--- config.mk ---
export PLATFORM = sky130hd
export DESIGN_NAME = printable_run_extractor_core
export DESIGN_NICKNAME = d
export VERILOG_FILES = /design/src/rtl/prex_pkg.sv /design/src/rtl/prex_front.sv /design/src/rtl/prex_queue.sv /design/src/rtl/prex_back.sv /design/src/rtl/printable_run_extractor_core.sv
export SDC_FILE = /design/constraint.sdc
export NUM_CORES = 1
export LEC_CHECK = 0
export ABC_AREA = 1
export BUFFER_PORTS_ARGS = -buffer_cell sky130_fd_sc_hd__buf_2
export CORE_AREA = 2 2 195 197
export DETAILED_ROUTE_END_ITERATION = 8
export DIE_AREA = 0 0 197 199
export PLACE_DENSITY = 0.82
export RECOVER_POWER = 50
export SYNTH_ARGS = -nofsm -noshare
export SYNTH_HDL_FRONTEND = slang
export SYNTH_SLANG_ARGS = --single-unit
--- constraint.sdc ---
create_clock -name clk -period 13.4 [get_ports clk]
set_input_delay 0.67 -clock clk [delete_from_list [all_inputs] [get_ports clk]]
set_output_delay 0.67 -clock clk [all_outputs]
set_load 0.005 [all_outputs]
--- src/rtl/prex_pkg.sv ---
// Shared types, constants and codes for the printable run extractor.
package prex_pkg;

  localparam int HOLD_DEPTH = 8;
  localparam int IDX_W      = (HOLD_DEPTH > 1) ? $clog2(HOLD_DEPTH) : 1;
  localparam int MIN_W      = 4;
  localparam int MAX_W      = 16;
  localparam int RUN_W      = 16;
  localparam int CNT_W      = 32;
  localparam int CFG_W      = 16;

  localparam int Q_DEPTH = 4;
  localparam int Q_PTR_W = $clog2(Q_DEPTH);
  localparam int Q_CNT_W = $clog2(Q_DEPTH + 1);

  localparam logic [7:0] PRINT_LOW    = 8'h20;
  localparam logic [7:0] PRINT_HIGH   = 8'h7E;
  localparam logic [7:0] NEWLINE_BYTE = 8'h0A;

  localparam logic [MIN_W-1:0] MIN_RESET = 4'd4;
  localparam logic [MAX_W-1:0] MAX_RESET = 16'd4095;

  typedef enum logic {
    REG_MIN_LENGTH = 1'b0,
    REG_MAX_LENGTH = 1'b1
  } cfg_reg_t;

  typedef struct packed {
    logic       mode;
    logic [7:0] data_byte;
  } in_item_t;

  typedef struct packed {
    logic [7:0]       out_byte;
    logic             byte_valid;
    logic             last_of_item;
    logic             stream_done;
    logic [CNT_W-1:0] strings_found;
  } out_item_t;

  typedef enum logic [1:0] {
    JOB_STORE,
    JOB_EMIT,
    JOB_END
  } job_kind_t;

  typedef struct packed {
    job_kind_t        kind;
    logic [IDX_W-1:0] hold_idx;
    logic [7:0]       data_byte;
    logic [IDX_W-1:0] flush_cnt;
    logic             has_byte;
    logic             has_nl;
    logic [CNT_W-1:0] cnt_pre;
    logic [CNT_W-1:0] cnt_post;
  } job_t;

  typedef struct packed {
    logic head_valid;
    logic full;
  } q_status_t;

  typedef enum logic [2:0] {
    PH_FIRST,
    PH_FLUSH,
    PH_BYTE,
    PH_NL,
    PH_DONE
  } phase_t;

endpackage

--- src/rtl/prex_front.sv ---
// Front end: configuration registers, run tracking and job generation.
module prex_front import prex_pkg::*; (
  input  logic       clk,
  input  logic       rst,
  input  logic       cfg_write_en,
  input  cfg_reg_t   cfg_index,
  input  logic [CFG_W-1:0] cfg_data,
  input  logic       in_valid,
  output logic       in_stall,
  input  in_item_t   in_data,
  input  q_status_t  q_status,
  output logic       push,
  output job_t       push_job
);

  logic [MIN_W-1:0] min_length;
  logic [MAX_W-1:0] max_length;
  logic [RUN_W-1:0] run_length, run_length_next;
  logic             skip_byte, skip_byte_next;
  logic [CNT_W-1:0] string_count, string_count_next;

  logic [MIN_W-1:0] mn;
  logic [MAX_W-1:0] mx;
  logic [RUN_W-1:0] rl_inc;
  logic             printable;
  logic             accept;

  assign in_stall = q_status.full;
  assign accept   = in_valid && !q_status.full;

  always_comb begin
    if (min_length == '0) begin
      mn = MIN_W'(1);
    end else if (32'(min_length) > HOLD_DEPTH) begin
      mn = MIN_W'(HOLD_DEPTH);
    end else begin
      mn = min_length;
    end
    mx        = (max_length == '0) ? MAX_W'(1) : max_length;
    rl_inc    = run_length + RUN_W'(1);
    printable = (in_data.data_byte >= PRINT_LOW) && (in_data.data_byte <= PRINT_HIGH);
  end

  always_comb begin
    push               = 1'b0;
    push_job.kind      = JOB_EMIT;
    push_job.hold_idx  = IDX_W'(run_length);
    push_job.data_byte = in_data.data_byte;
    push_job.flush_cnt = '0;
    push_job.has_byte  = 1'b0;
    push_job.has_nl    = 1'b0;
    push_job.cnt_pre   = string_count;
    push_job.cnt_post  = string_count;
    run_length_next    = run_length;
    skip_byte_next     = skip_byte;
    string_count_next  = string_count;
    if (accept) begin
      if (in_data.mode) begin
        push          = 1'b1;
        push_job.kind = JOB_END;
        if (run_length >= RUN_W'(mn)) begin
          push_job.has_nl   = 1'b1;
          push_job.cnt_post = string_count + CNT_W'(1);
        end
        run_length_next   = '0;
        skip_byte_next    = 1'b0;
        string_count_next = '0;
      end else if (skip_byte) begin
        skip_byte_next = 1'b0;
      end else if (printable) begin
        push            = 1'b1;
        run_length_next = rl_inc;
        if (rl_inc < RUN_W'(mn)) begin
          push_job.kind = JOB_STORE;
        end else if (rl_inc == RUN_W'(mn)) begin
          push_job.has_byte  = 1'b1;
          push_job.flush_cnt = IDX_W'(mn - MIN_W'(1));
        end else begin
          push_job.has_byte = 1'b1;
        end
        if (rl_inc >= RUN_W'(mx)) begin
          run_length_next = '0;
          skip_byte_next  = 1'b1;
          if (rl_inc >= RUN_W'(mn)) begin
            push_job.has_nl   = 1'b1;
            push_job.cnt_post = string_count + CNT_W'(1);
            string_count_next = string_count + CNT_W'(1);
          end
        end
      end else begin
        run_length_next = '0;
        if (run_length >= RUN_W'(mn)) begin
          push              = 1'b1;
          push_job.has_nl   = 1'b1;
          push_job.cnt_post = string_count + CNT_W'(1);
          string_count_next = string_count + CNT_W'(1);
        end
      end
    end
  end

  always_ff @(posedge clk) begin
    if (rst) begin
      min_length   <= MIN_RESET;
      max_length   <= MAX_RESET;
      run_length   <= '0;
      skip_byte    <= 1'b0;
      string_count <= '0;
    end else begin
      run_length   <= run_length_next;
      skip_byte    <= skip_byte_next;
      string_count <= string_count_next;
      if (cfg_write_en) begin
        case (cfg_index)
          REG_MIN_LENGTH: min_length <= cfg_data[MIN_W-1:0];
          REG_MAX_LENGTH: max_length <= cfg_data[MAX_W-1:0];
          default:        min_length <= min_length;
        endcase
      end
    end
  end

endmodule

--- src/rtl/prex_queue.sv ---
// Short job queue between the front end and the output sequencer.
module prex_queue import prex_pkg::*; (
  input  logic      clk,
  input  logic      rst,
  input  logic      push,
  input  job_t      push_job,
  input  logic      pop,
  output job_t      head_job,
  output q_status_t q_status
);

  job_t               mem [Q_DEPTH];
  logic [Q_PTR_W-1:0] wr_ptr;
  logic [Q_PTR_W-1:0] rd_ptr;
  logic [Q_CNT_W-1:0] count;

  assign head_job            = mem[rd_ptr];
  assign q_status.head_valid = (count != '0);
  assign q_status.full       = (count == Q_CNT_W'(Q_DEPTH));

  always_ff @(posedge clk) begin
    if (push) begin
      mem[wr_ptr] <= push_job;
    end
  end

  always_ff @(posedge clk) begin
    if (rst) begin
      wr_ptr <= '0;
      rd_ptr <= '0;
      count  <= '0;
    end else begin
      if (push) begin
        wr_ptr <= (wr_ptr == Q_PTR_W'(Q_DEPTH - 1)) ? '0 : wr_ptr + Q_PTR_W'(1);
      end
      if (pop) begin
        rd_ptr <= (rd_ptr == Q_PTR_W'(Q_DEPTH - 1)) ? '0 : rd_ptr + Q_PTR_W'(1);
      end
      case ({push, pop})
        2'b10:   count <= count + Q_CNT_W'(1);
        2'b01:   count <= count - Q_CNT_W'(1);
        default: count <= count;
      endcase
    end
  end

endmodule

--- src/rtl/prex_back.sv ---
// Back end: held-byte store and output sequencer, one result per cycle unless the output stalls.
module prex_back import prex_pkg::*; (
  input  logic      clk,
  input  logic      rst,
  input  job_t      head_job,
  input  q_status_t q_status,
  output logic      pop,
  output logic      out_valid,
  input  logic      out_stall,
  output out_item_t out_data
);

  logic [7:0]       held [HOLD_DEPTH];
  phase_t           phase, phase_next;
  logic [IDX_W-1:0] fidx, fidx_next;
  phase_t           step;
  logic             can_load;
  logic             act;
  logic             finish;
  logic             emit;
  out_item_t        result;

  assign can_load = !out_valid || !out_stall;
  assign act      = q_status.head_valid && can_load;

  // Work out which result of the head job is due now.
  always_comb begin
    case (phase)
      PH_FIRST: begin
        if (head_job.flush_cnt != '0) begin
          step = PH_FLUSH;
        end else if (head_job.has_byte) begin
          step = PH_BYTE;
        end else if (head_job.has_nl) begin
          step = PH_NL;
        end else if (head_job.kind == JOB_END) begin
          step = PH_DONE;
        end else begin
          step = PH_FIRST;
        end
      end
      default: step = phase;
    endcase
  end

  always_comb begin
    phase_next = PH_FIRST;
    fidx_next  = '0;
    finish     = 1'b0;
    case (step)
      PH_FLUSH: begin
        if (fidx != head_job.flush_cnt - IDX_W'(1)) begin
          phase_next = PH_FLUSH;
          fidx_next  = fidx + IDX_W'(1);
        end else if (head_job.has_byte) begin
          phase_next = PH_BYTE;
        end else if (head_job.has_nl) begin
          phase_next = PH_NL;
        end else if (head_job.kind == JOB_END) begin
          phase_next = PH_DONE;
        end else begin
          finish = 1'b1;
        end
      end
      PH_BYTE: begin
        if (head_job.has_nl) begin
          phase_next = PH_NL;
        end else if (head_job.kind == JOB_END) begin
          phase_next = PH_DONE;
        end else begin
          finish = 1'b1;
        end
      end
      PH_NL: begin
        if (head_job.kind == JOB_END) begin
          phase_next = PH_DONE;
        end else begin
          finish = 1'b1;
        end
      end
      default: finish = 1'b1;
    endcase
  end

  always_comb begin
    result.out_byte      = 8'h00;
    result.byte_valid    = 1'b1;
    result.last_of_item  = finish;
    result.stream_done   = 1'b0;
    result.strings_found = head_job.cnt_pre;
    case (step)
      PH_FLUSH: result.out_byte = held[fidx];
      PH_BYTE:  result.out_byte = head_job.data_byte;
      PH_NL: begin
        result.out_byte      = NEWLINE_BYTE;
        result.strings_found = head_job.cnt_post;
      end
      PH_DONE: begin
        result.byte_valid    = 1'b0;
        result.stream_done   = 1'b1;
        result.strings_found = head_job.cnt_post;
      end
      default: result.byte_valid = 1'b0;
    endcase
  end

  assign emit = act && (step != PH_FIRST);
  assign pop  = act && finish;

  always_ff @(posedge clk) begin
    if (act && (head_job.kind == JOB_STORE)) begin
      held[head_job.hold_idx] <= head_job.data_byte;
    end
  end

  always_ff @(posedge clk) begin
    if (rst) begin
      phase     <= PH_FIRST;
      fidx      <= '0;
      out_valid <= 1'b0;
    end else begin
      if (act) begin
        phase <= phase_next;
        fidx  <= fidx_next;
      end
      if (can_load) begin
        out_valid <= emit;
      end
    end
  end

  always_ff @(posedge clk) begin
    if (can_load && emit) begin
      out_data <= result;
    end
  end

endmodule

--- src/rtl/printable_run_extractor_core.sv ---
// Printable run extractor: top level joining front end, job queue and output sequencer.
// Path: with the sequencer idle, an accepted item's job is written into the queue, and its
//   first result is then registered into the output register.
// Throughput: one item per cycle while the queue is not full; a stored byte takes one
//   sequencer step, an item with k results k steps (up to nine when the held bytes of a
//   run flush), and a skipped or ignored byte none; the one output port sets this.
// Reset: synchronous rst clears run state, string count and queue and restores
//   min_length 4 and max_length 4095; the held-byte store is not cleared.
module printable_run_extractor_core import prex_pkg::*; (
  input  logic             clk,
  input  logic             rst,
  input  logic             cfg_write_en,
  input  cfg_reg_t         cfg_index,
  input  logic [CFG_W-1:0] cfg_data,
  input  logic             in_valid,
  output logic             in_stall,
  input  in_item_t         in_data,
  output logic             out_valid,
  input  logic             out_stall,
  output out_item_t        out_data
);

  // Jobs travel from the front end into the queue.
  logic      push;
  job_t      push_job;
  // Head of the queue feeds the sequencer; pop drops a finished job.
  logic      pop;
  job_t      head_job;
  q_status_t q_status;

  // Classify each byte, track run length and count, and stall only on a full queue.
  prex_front u_front (
    .clk          (clk),
    .rst          (rst),
    .cfg_write_en (cfg_write_en),
    .cfg_index    (cfg_index),
    .cfg_data     (cfg_data),
    .in_valid     (in_valid),
    .in_stall     (in_stall),
    .in_data      (in_data),
    .q_status     (q_status),
    .push         (push),
    .push_job     (push_job)
  );

  // Decouple the two sides so a stalled output does not hold the input at once.
  prex_queue u_queue (
    .clk      (clk),
    .rst      (rst),
    .push     (push),
    .push_job (push_job),
    .pop      (pop),
    .head_job (head_job),
    .q_status (q_status)
  );

  // Store held bytes and expand each job into its results, one transfer per cycle unless the output stalls.
  prex_back u_back (
    .clk       (clk),
    .rst       (rst),
    .head_job  (head_job),
    .q_status  (q_status),
    .pop       (pop),
    .out_valid (out_valid),
    .out_stall (out_stall),
    .out_data  (out_data)
  );

  // The end-of-stream result always closes its item.
  a_done_is_last: assert property (@(posedge clk) disable iff (rst)
    (out_valid && out_data.stream_done) |-> out_data.last_of_item)
    else $error("stream_done result not marked last");

  // Only the end-of-stream result carries no byte.
  a_no_byte_is_done: assert property (@(posedge clk) disable iff (rst)
    (out_valid && !out_data.byte_valid) |-> out_data.stream_done)
    else $error("result without byte that is not end of stream");

  // A newline that ends the item right after an end-of-stream result reports a non-zero string count.
  a_newline_counts: assert property (@(posedge clk) disable iff (rst)
    (out_valid && out_data.byte_valid && out_data.last_of_item &&
     (out_data.out_byte == NEWLINE_BYTE) && $past(out_valid && !out_stall)
     && $past(out_data.stream_done)) |-> (out_data.strings_found != '0))
    else $error("newline after stream restart with zero count");

endmodule
==> results of run 1 <==
[final cells by class]
cell class | count | area, um2 | share of cell area
flip-flops and latches | 523 | 14800 | 0.566
repair buffers | 98 | 475 | 0.0182
clock buffers | 74 | 1480 | 0.0567
multi-input cells | 1588 | 7850 | 0.300
inverters | 191 | 719 | 0.0275
well taps | 474 | 593 | 0.0227
clock inverters | 21 | 228 | 0.00870
[cells in the mapped netlist (2+ instances only)]
cell type                  count  area, um2
sky130_fd_sc_hd__o211ai_1     19        143
sky130_fd_sc_hd__buf_6         4       45.0
sky130_fd_sc_hd__buf_2         5       25.0
sky130_fd_sc_hd__nor4_1        4       25.0
sky130_fd_sc_hd__nor3b_1       2       15.0
sky130_fd_sc_hd__ha_1         36        450
sky130_fd_sc_hd__o21ai_1      33        165
sky130_fd_sc_hd__o31ai_1      15        113
sky130_fd_sc_hd__nand2_1     599       2250
sky130_fd_sc_hd__o21ai_0     143        716
sky130_fd_sc_hd__inv_1       177        664
sky130_fd_sc_hd__nor3_1       24        120
sky130_fd_sc_hd__xnor2_1       2       17.5
sky130_fd_sc_hd__buf_1         6       22.5
sky130_fd_sc_hd__a32oi_1       2       17.5
sky130_fd_sc_hd__inv_2         9       33.8
sky130_fd_sc_hd__nand2_2       4       25.0
sky130_fd_sc_hd__dfxtp_1      88       1760
sky130_fd_sc_hd__nor2_1      202        758
sky130_fd_sc_hd__nor2_2        9       56.3
sky130_fd_sc_hd__nand3_1     179        896
sky130_fd_sc_hd__edfxtp_1    435      13100
sky130_fd_sc_hd__a22oi_1       8       60.1
sky130_fd_sc_hd__clkinv_1      5       18.8
sky130_fd_sc_hd__o32ai_1       2       17.5
sky130_fd_sc_hd__nor2_4        2       22.5
sky130_fd_sc_hd__xor2_1       26        228
sky130_fd_sc_hd__buf_4         8       60.1
sky130_fd_sc_hd__clkbuf_1     97        364
sky130_fd_sc_hd__nand4_1      16        100
sky130_fd_sc_hd__a21oi_1     156        781
sky130_fd_sc_hd__and2_1        2       12.5
sky130_fd_sc_hd__or2_2        12       75.1
sky130_fd_sc_hd__a32o_1       39        390
sky130_fd_sc_hd__o22ai_1      41        257
[sequential cells by signal (all words and copies together), names as in the netlist, named ones only]
register	count
u_front.min_length	4
u_front.max_length	16
u_front.string_count	32
u_front.run_length	16
u_queue.rd_ptr	2
u_back.held	64
u_queue.mem	328
u_back.phase	3
u_back.out_valid	1
u_queue.wr_ptr	2
u_front.skip_byte	1
u_back.fidx	3
u_back.out_data	43
u_queue.count	3
[routing by layer]
layer,up-vias,GRT usage,share of wire
met5,-,0,0
met2,819,0.490,0.49
li1,8491,-,-
met1,8656,0.387,0.41
met3,121,0.0337,0.069
met4,0,0.113,0.025
[logic make-up after synthesis]
logic type / share of synthesized area
AOI/OAI and AO/OA: 0.114
DFF: 0.621
and+or+nand+nor: 0.184
xor gates and xnor gates: 0.0103
adders and majority gates: 0.0197
buffers and inverters: 0.0516
[tightest hold or removal path, stage by stage]
cell and delay, ns:
sky130_fd_sc_hd__buf_2 0.07, sky130_fd_sc_hd__nand2_1 0.04, sky130_fd_sc_hd__o211ai_1 0.06
[stage by stage]
stage	util	hold slack, ns
2_1_floorplan	-	0.444
3_3_place_gp	0.662	0.461
3_5_place_dp	0.662	0.484
4_1_cts	0.708	0.270
5_1_grt	0.705	0.303
6_report	0.705	0.282
[how the worst max path moves through the flow]
stage | startpoint | to | slack (ns) | depth (start not counted)
global route | register | u_queue.count[2]$_SDFFE_PP0P_ | 4.06 | 24
global placement | u_front.min_length[0]$_SDFFE_PP0P_ | u_queue.mem[0][46]$_DFFE_PP_ | 8.15 | 13
finish | register | u_queue.count[2]$_SDFFE_PP0P_ | 4.78 | 23
detailed placement | u_front.min_length[2]$_SDFFE_PP1P_ | u_queue.mem[0][53]$_DFFE_PP_ | 8.07 | 13
CTS | u_front.min_length[1]$_SDFFE_PP0P_ | u_queue.mem[0][13]$_DFFE_PP_ | 8.02 | 13
floorplan | u_front.min_length[2]$_SDFFE_PP1P_ | u_queue.mem[0][0]$_DFFE_PP_ | 7.70 | 12
[report_power, final]
| part | internal, W | switching (W) | leakage (nW) | total, W |
|---|---|---|---|---|
| Clock | 0.000847 | 0.000604 | 0.836 | 0.00145 |
| Sequential | 0.00211 | 0.0000912 | 4.78 | 0.00221 |
| Combinational | 0.000417 | 0.000977 | 4.33 | 0.00139 |
==> run summary, run 1 <==
The global-route wire length before repair is 89,800 um, and the arrival time of the worst setup path is 9.09 ns. The run gives 0 as the final hold violation count. In the synthesized netlist, the number of instances is 2,422.

The die is 199 um tall. TritonCTS built the clock tree. Walking the worst path, the cells encountered are clkinvlp_2 > clkbuf_1 > nand2_1 > nand3_1 > nand2_1 > ha_1 > nand2_1 > nor2_1 > nand2_1 > nor2_1 > nor2_4 > nor2_1 > nor2_1 > nand3_1 > nand2_1 > inv_1 > ha_1 > inv_1 > fa_1 > a21oi_1 > o21ai_0 > o21ai_0 > a21oi_1. The worst hold path was traced through 3 stages. The reg2reg setup slack is 4.78 ns. The final reports fail on max-capacitance violations, max-slew violations. The finished cells cover 0.0262 mm2. The sink count of the clock tree was 523. At the pin with the least slew margin, the transition time is 4.30 ns. The completed layout was analyzed and its total power is 0.00505 W. The cell occurring most often along the worst timing path was sky130_fd_sc_hd__nand2_1.

The horizontal die dimension is 197 um. The most frequent standard cell in the layout excluding fill and tap cells is sky130_fd_sc_hd__nand2_1. Setup violations remaining at the end of the flow were counted as 0.

The worst setup path is captured at a register. Counting along the longest clock path gives a buffer depth of 3. For this block, the routed nets add up to 56,400 um of wire.

The floorplan has 71 rows. The fraction of the yosys area taken by sequential cells came out at 0.621. The tools report the reg-to-reg endpoint as u_queue.count[2]$_SDFFE_PP0P_. The cell sitting at the root of the clock tree is a sky130_fd_sc_hd__clkbuf_16. In this run, post-CTS hold repair placed 0 buffers. The initial antenna violation count came out at 0. The die outline area came out at 0.0392 mm2. For the number of detailed-route iterations in the first pass, the log shows 5. The data required time of the worst path was 13.88 ns. Leaving out fill and tap cells, the most frequent cells in the layout are sky130_fd_sc_hd__nand2_1, sky130_fd_sc_hd__edfxtp_1, sky130_fd_sc_hd__nor2_1, sky130_fd_sc_hd__nand3_1, sky130_fd_sc_hd__inv_1.

The fill cell instance count of the final layout was 2,683. The combined global-route utilization of all metal layers was 0.290; the worst slew slack as a fraction of its limit was -1.87. The logs give 2,490 for the net count of the mapped netlist and 2 for the maximum level of the CTS H-tree. Dividing total power by cell area gives a power density of 193 mW/mm2. After detailed placement, the total cell area comes to 0.0246 mm2.

The leakage power of the design was 9.95 nW; the final weighted congestion of routability-driven global placement was 0.964. The flow ran to the end, but the final reports show violations. Setup slack closes at 4.78 ns. Once the clock tree was built, the resizer swapped 0 gates to a different size. The count of yosys warnings during synthesis is 0, and the max-slew violation count is 362.

The path with the worst hold slack has its endpoint at u_front.max_length[7]$_SDFFE_PP1P_. Summed over all layers, the global routing overflow is 0. The path class of the tightest hold or removal check is input pin to register. The clock insertion delay at the later pin of the skew report was 0.60 ns; the half-perimeter wire length after placement was 33,900 um. Number of global-route vias before repair: 17.7k.

For the number of CTS-inserted buffers, the log shows 51. Detailed routing inserted a total of 18.1k vias. For this run, the slowest stage of the critical path takes 2.11 ns.

The fmax was 0.116 GHz; the diode insertion count for antenna repair was 0. Counting both buffers and inverters, the worst setup path holds a total of 4. The share of flip-flops with an asynchronous set or reset is 0. The startpoint identified for the worst hold timing path is cfg_data[7]. The tool flagged a number of max-cap violations equal to 7. Clock-pin slew was measured on the worst setup and hold paths at 0.06 ns.

Ratio of cells with drive above 1 in the final layout: 0.0709. The cell family contributing the most delay on the critical path is buffers and inverters. In the final design database the tool counted 2,521 nets.

Entering global routing, the biggest net connects 99 pins. The detail-routed via count per cell is 6.09. For the number of nets with antenna violations after routing, the log shows 0. Along the worst path, the maximum fanout reaches 98.

Counting tap cells, the placed design contains a total of 2,874 instances. Setup repair after global routing left no endpoint under its margin. The accumulated negative setup slack is 0 ns, and the post-synthesis cell type count is 46.

The area growth from synthesis to layout is 9.58%. The tools report the launching element type of the critical path as a register. The post-route fraction of the period consumed by the critical path works out to 0.643. The number of non-filler instances in the completed layout came out at 2,969. The number of I/O port buffers was 75.

The slowest cell on the critical path is sky130_fd_sc_hd__clkinvlp_2. The type of the setup path with the least slack was register to register. Once the clock tree was built, the setup fixing pass inserted 0 buffers. After synthesis the cells add up to 0.0239 mm2.

Counting I/O delays and the setup requirement, the final critical path takes 8.62 ns. The number of enable flip-flop cells after synthesis is 435, and the starting utilization of the core area is 0.643. The largest voltage drop on the vdd net is 0.000155 V. The run gives 0.0235 ns as the worst setup skew after layout.

Prior to clock tree synthesis, the placed netlist has a worst setup slack of 8.07 ns. After floorplanning, the core was sized to cover 0.0371 mm2. In the synthesized netlist the dominant register cell turns out to be sky130_fd_sc_hd__edfxtp_1.

The worst register-to-register path has a depth of 23. The wire length per cell after detailed routing was 19.0 um; the I/O pin total was 76. In this run, the number of DRC markers left after iteration 0 of detailed routing was 1,926.

The flip-flop and latch count after synthesis works out to 523. The remaining routing DRC violations is 0, and the synthesized area per cell is 9.86 um2.
(Power assumes the default switching activity.)
==> inputs of run 2 (changes only) <==
CORE_AREA = 2 2 200 202   (was 2 2 195 197)
DIE_AREA = 0 0 202 204   (was 0 0 197 199)
PLACE_DENSITY = 0.79   (was 0.82)
clock period = 8.75 ns   (was 13.4 ns; I/O delays follow)
==> run summary, run 2 (same netlist as run 1, synthesis figures left out) <==
The logs give 0.0392 mm2 for the area of the core and 87,700 um for the global-route wire length before repair. For this block, the routed nets add up to 54,800 um of wire. Static timing analysis puts the maximum clock frequency at 0.151 GHz.

Post-CTS repair changed the size of 0 cells. The die outline area was 0.0412 mm2; the number of placement rows was 73. Detailed placement ended at an HPWL of 32,800 um. The launching element type of the critical path is a register. The worst-case clock buffer depth was 3; the arrival time of the worst setup path was 7.07 ns.

In the final layout, the multi-input gates occupy 0.00786 mm2. Relative to the synthesized area, the layout overhead comes to 9.74%. The die height was 204 um; the combined global-route utilization of all metal layers was 0.266.

The logs give 0 ns for the accumulated negative setup slack and 2 for the maximum level of the CTS H-tree. Ranked by flip-flop count, first place goes to u_queue.mem. With fillers left out, the area of the finished cells amounts to 0.0262 mm2.

Leaving out fill and tap cells, the most frequent cell in the layout is sky130_fd_sc_hd__nand2_1. The number of clock buffers added by TritonCTS is 51. After detailed placement, the total cell area comes to 0.0247 mm2.

Ratio of total power to cell area: 291 mW/mm2. The first-iteration detailed-routing DRC count is 1,322. Worst slew slack as a fraction of its limit: -1.90.

The critical path in this run is classified as register to register. The worst hold path begins at cfg_data[6]. The I/O pin total is 76.

The post-route fraction of the period consumed by the critical path is 0.756, and the post-layout net count is 2,522. For the initial antenna violation count, the log shows 1. Leaving out fill and tap cells, the most frequent cells in the layout are sky130_fd_sc_hd__nand2_1, sky130_fd_sc_hd__edfxtp_1, sky130_fd_sc_hd__nor2_1, sky130_fd_sc_hd__inv_1, sky130_fd_sc_hd__nand3_1. The clock arrives with 0.0116 ns of skew. The slowest cell on the critical path was sky130_fd_sc_hd__clkbuf_1. The clock period minus final worst setup slack was 6.61 ns; the number of detailed-route iterations in the first pass was 5. After global routing the overflow that remains totals 0. The reg2reg setup slack came out at 2.14 ns. The kind of path behind the tightest hold check is input pin to register.

The die is 202 um wide. The worst hold path terminates at u_front.max_length[6]$_SDFFE_PP1P_. In this run the static leakage power is 9.97 nW. For this design, the CTS-stage hold fixing added 0 buffers. For the worst-skew pair, the clock arrives at the later sink with an insertion delay of 0.60 ns. The checks that failed: max-capacitance violations, max-slew violations.

During placement, the flow inserted port buffers numbering 75. The worst-case IR drop observed on VDD is 0.000209 V. In the final layout, flip-flops and latches occupy 0.0148 mm2.

The register with the most flip-flops in the layout has 328 of them. The root buffer cell chosen for the clock tree is sky130_fd_sc_hd__clkbuf_16. The kind of capture point of the worst setup path was a register. TritonCTS built the clock tree. The tools report the remaining routing DRC violations as 0.

The post-CTS clock slew at the launch and capture registers of the worst setup and hold paths was 0.06 ns; the wire length per cell after detailed routing was 18.1 um. In this run the worst path has a maximum fanout of 100. The worst hold path stage count is 3, and the sink count of the clock tree is 523. Setup repair after global routing left no endpoint under its margin.

The final hold violation count was 0. The final weighted congestion of routability-driven global placement is 0.919, and the number of violations of the max-capacitance limit is 6. Number of nets with antenna violations after routing: 0. The largest registers in the layout are u_queue.mem x328, u_back.held x64, u_back.out_data x43.

The starting utilization of the core area was 0.610. The number of setup violations in the final report is 0, and the longest individual stage delay on the worst path is 3.07 ns. The measured slew at the worst slew-check pin is 4.35 ns.

Entering global routing, the biggest net connects 110 pins. For the worst setup path, the data required time is 9.21 ns. The fill cell instance count of the final layout was 2,997.

Depth of the worst register-to-register path: 5. Once the clock tree was built, the setup fixing pass inserted 0 buffers. In this run the critical register-to-register path is captured at u_back.out_data[41]$_DFFE_PP_.

Ratio of cells with drive above 1 in the final layout: 0.0701. For the number of global-route vias before repair, the log shows 17.3k. The detail-routed via count per cell is 5.91, and the via count is 17.9k. The run finished, with violations left. Max-slew violation count: 387.

Walking the worst path, the cells encountered are inv_4 > clkbuf_1 > o21ai_0 > o22ai_1 > a32o_1.
[run 2: layer usage]
layer	up-vias	share of wire	GRT usage
li1	8482	-	-
met2	726	0.48	0.446
met4	0	0.024	0.0935
met1	8539	0.43	0.357
met3	104	0.070	0.0387
met5	-	0	0
[run 2: final cells by class]
| type | instances | share of cell area |
|---|---|---|
| Inverter | 191 | 0.0275 |
| Tap cell | 525 | 0.0251 |
| Multi-Input combinational cell | 1588 | 0.300 |
| Clock buffer | 70 | 0.0518 |
| Clock inverter | 25 | 0.0110 |
| Sequential cell | 523 | 0.566 |
| Timing Repair Buffer | 99 | 0.0194 |
| Antenna cell | 1 | 0.0000955 |
[run 2: how the worst max path moves through the flow]
stage                                             from                            end  slack [ns]  cells after the start
floorplan           u_front.min_length[2]$_SDFFE_PP1P_    u_queue.mem[0][0]$_DFFE_PP_        3.05                     12
global placement                              in_valid   u_queue.mem[2][61]$_DFFE_PP_        3.18                      8
detailed placement                            in_valid   u_queue.mem[2][74]$_DFFE_PP_        3.11                      8
CTS                      u_queue.count[2]$_SDFFE_PP0P_   u_queue.mem[2][23]$_DFFE_PP_        3.20                      8
global route                                  register  u_back.out_data[36]$_DFFE_PP_        1.45                      6
finish                                        register  u_back.out_data[41]$_DFFE_PP_        2.14                      5
[run 2: critical path, delay by kind of cell (launching register included)]
family,cells,cell delay (ns)
buf+inv,2,3.95
compound gates,3,1.41
flops,1,0.97
[run 2: per-stage QoR]
step           hold WS [ns]  setup slack [ns]  std cells  power (W)   util
4_1_cts              0.0244              3.20       3021    0.00768  0.671
2_1_floorplan         0.444              3.05       2422    0.00490      -
5_1_grt              0.0553              1.45       3022    0.00801  0.669
3_5_place_dp          0.476              3.11       2926    0.00551  0.629
3_3_place_gp          0.463              3.18       2926    0.00542  0.629
6_report             0.0476              2.14       3022    0.00763  0.669
[run 2: power by group]
| group | switching [W] | leakage [nW] | internal, W |
|---|---|---|---|
| combinational | 0.00144 | 4.38 | 0.000638 |
| sequential | 0.000145 | 4.79 | 0.00323 |
| clock | 0.000931 | 0.801 | 0.00125 |
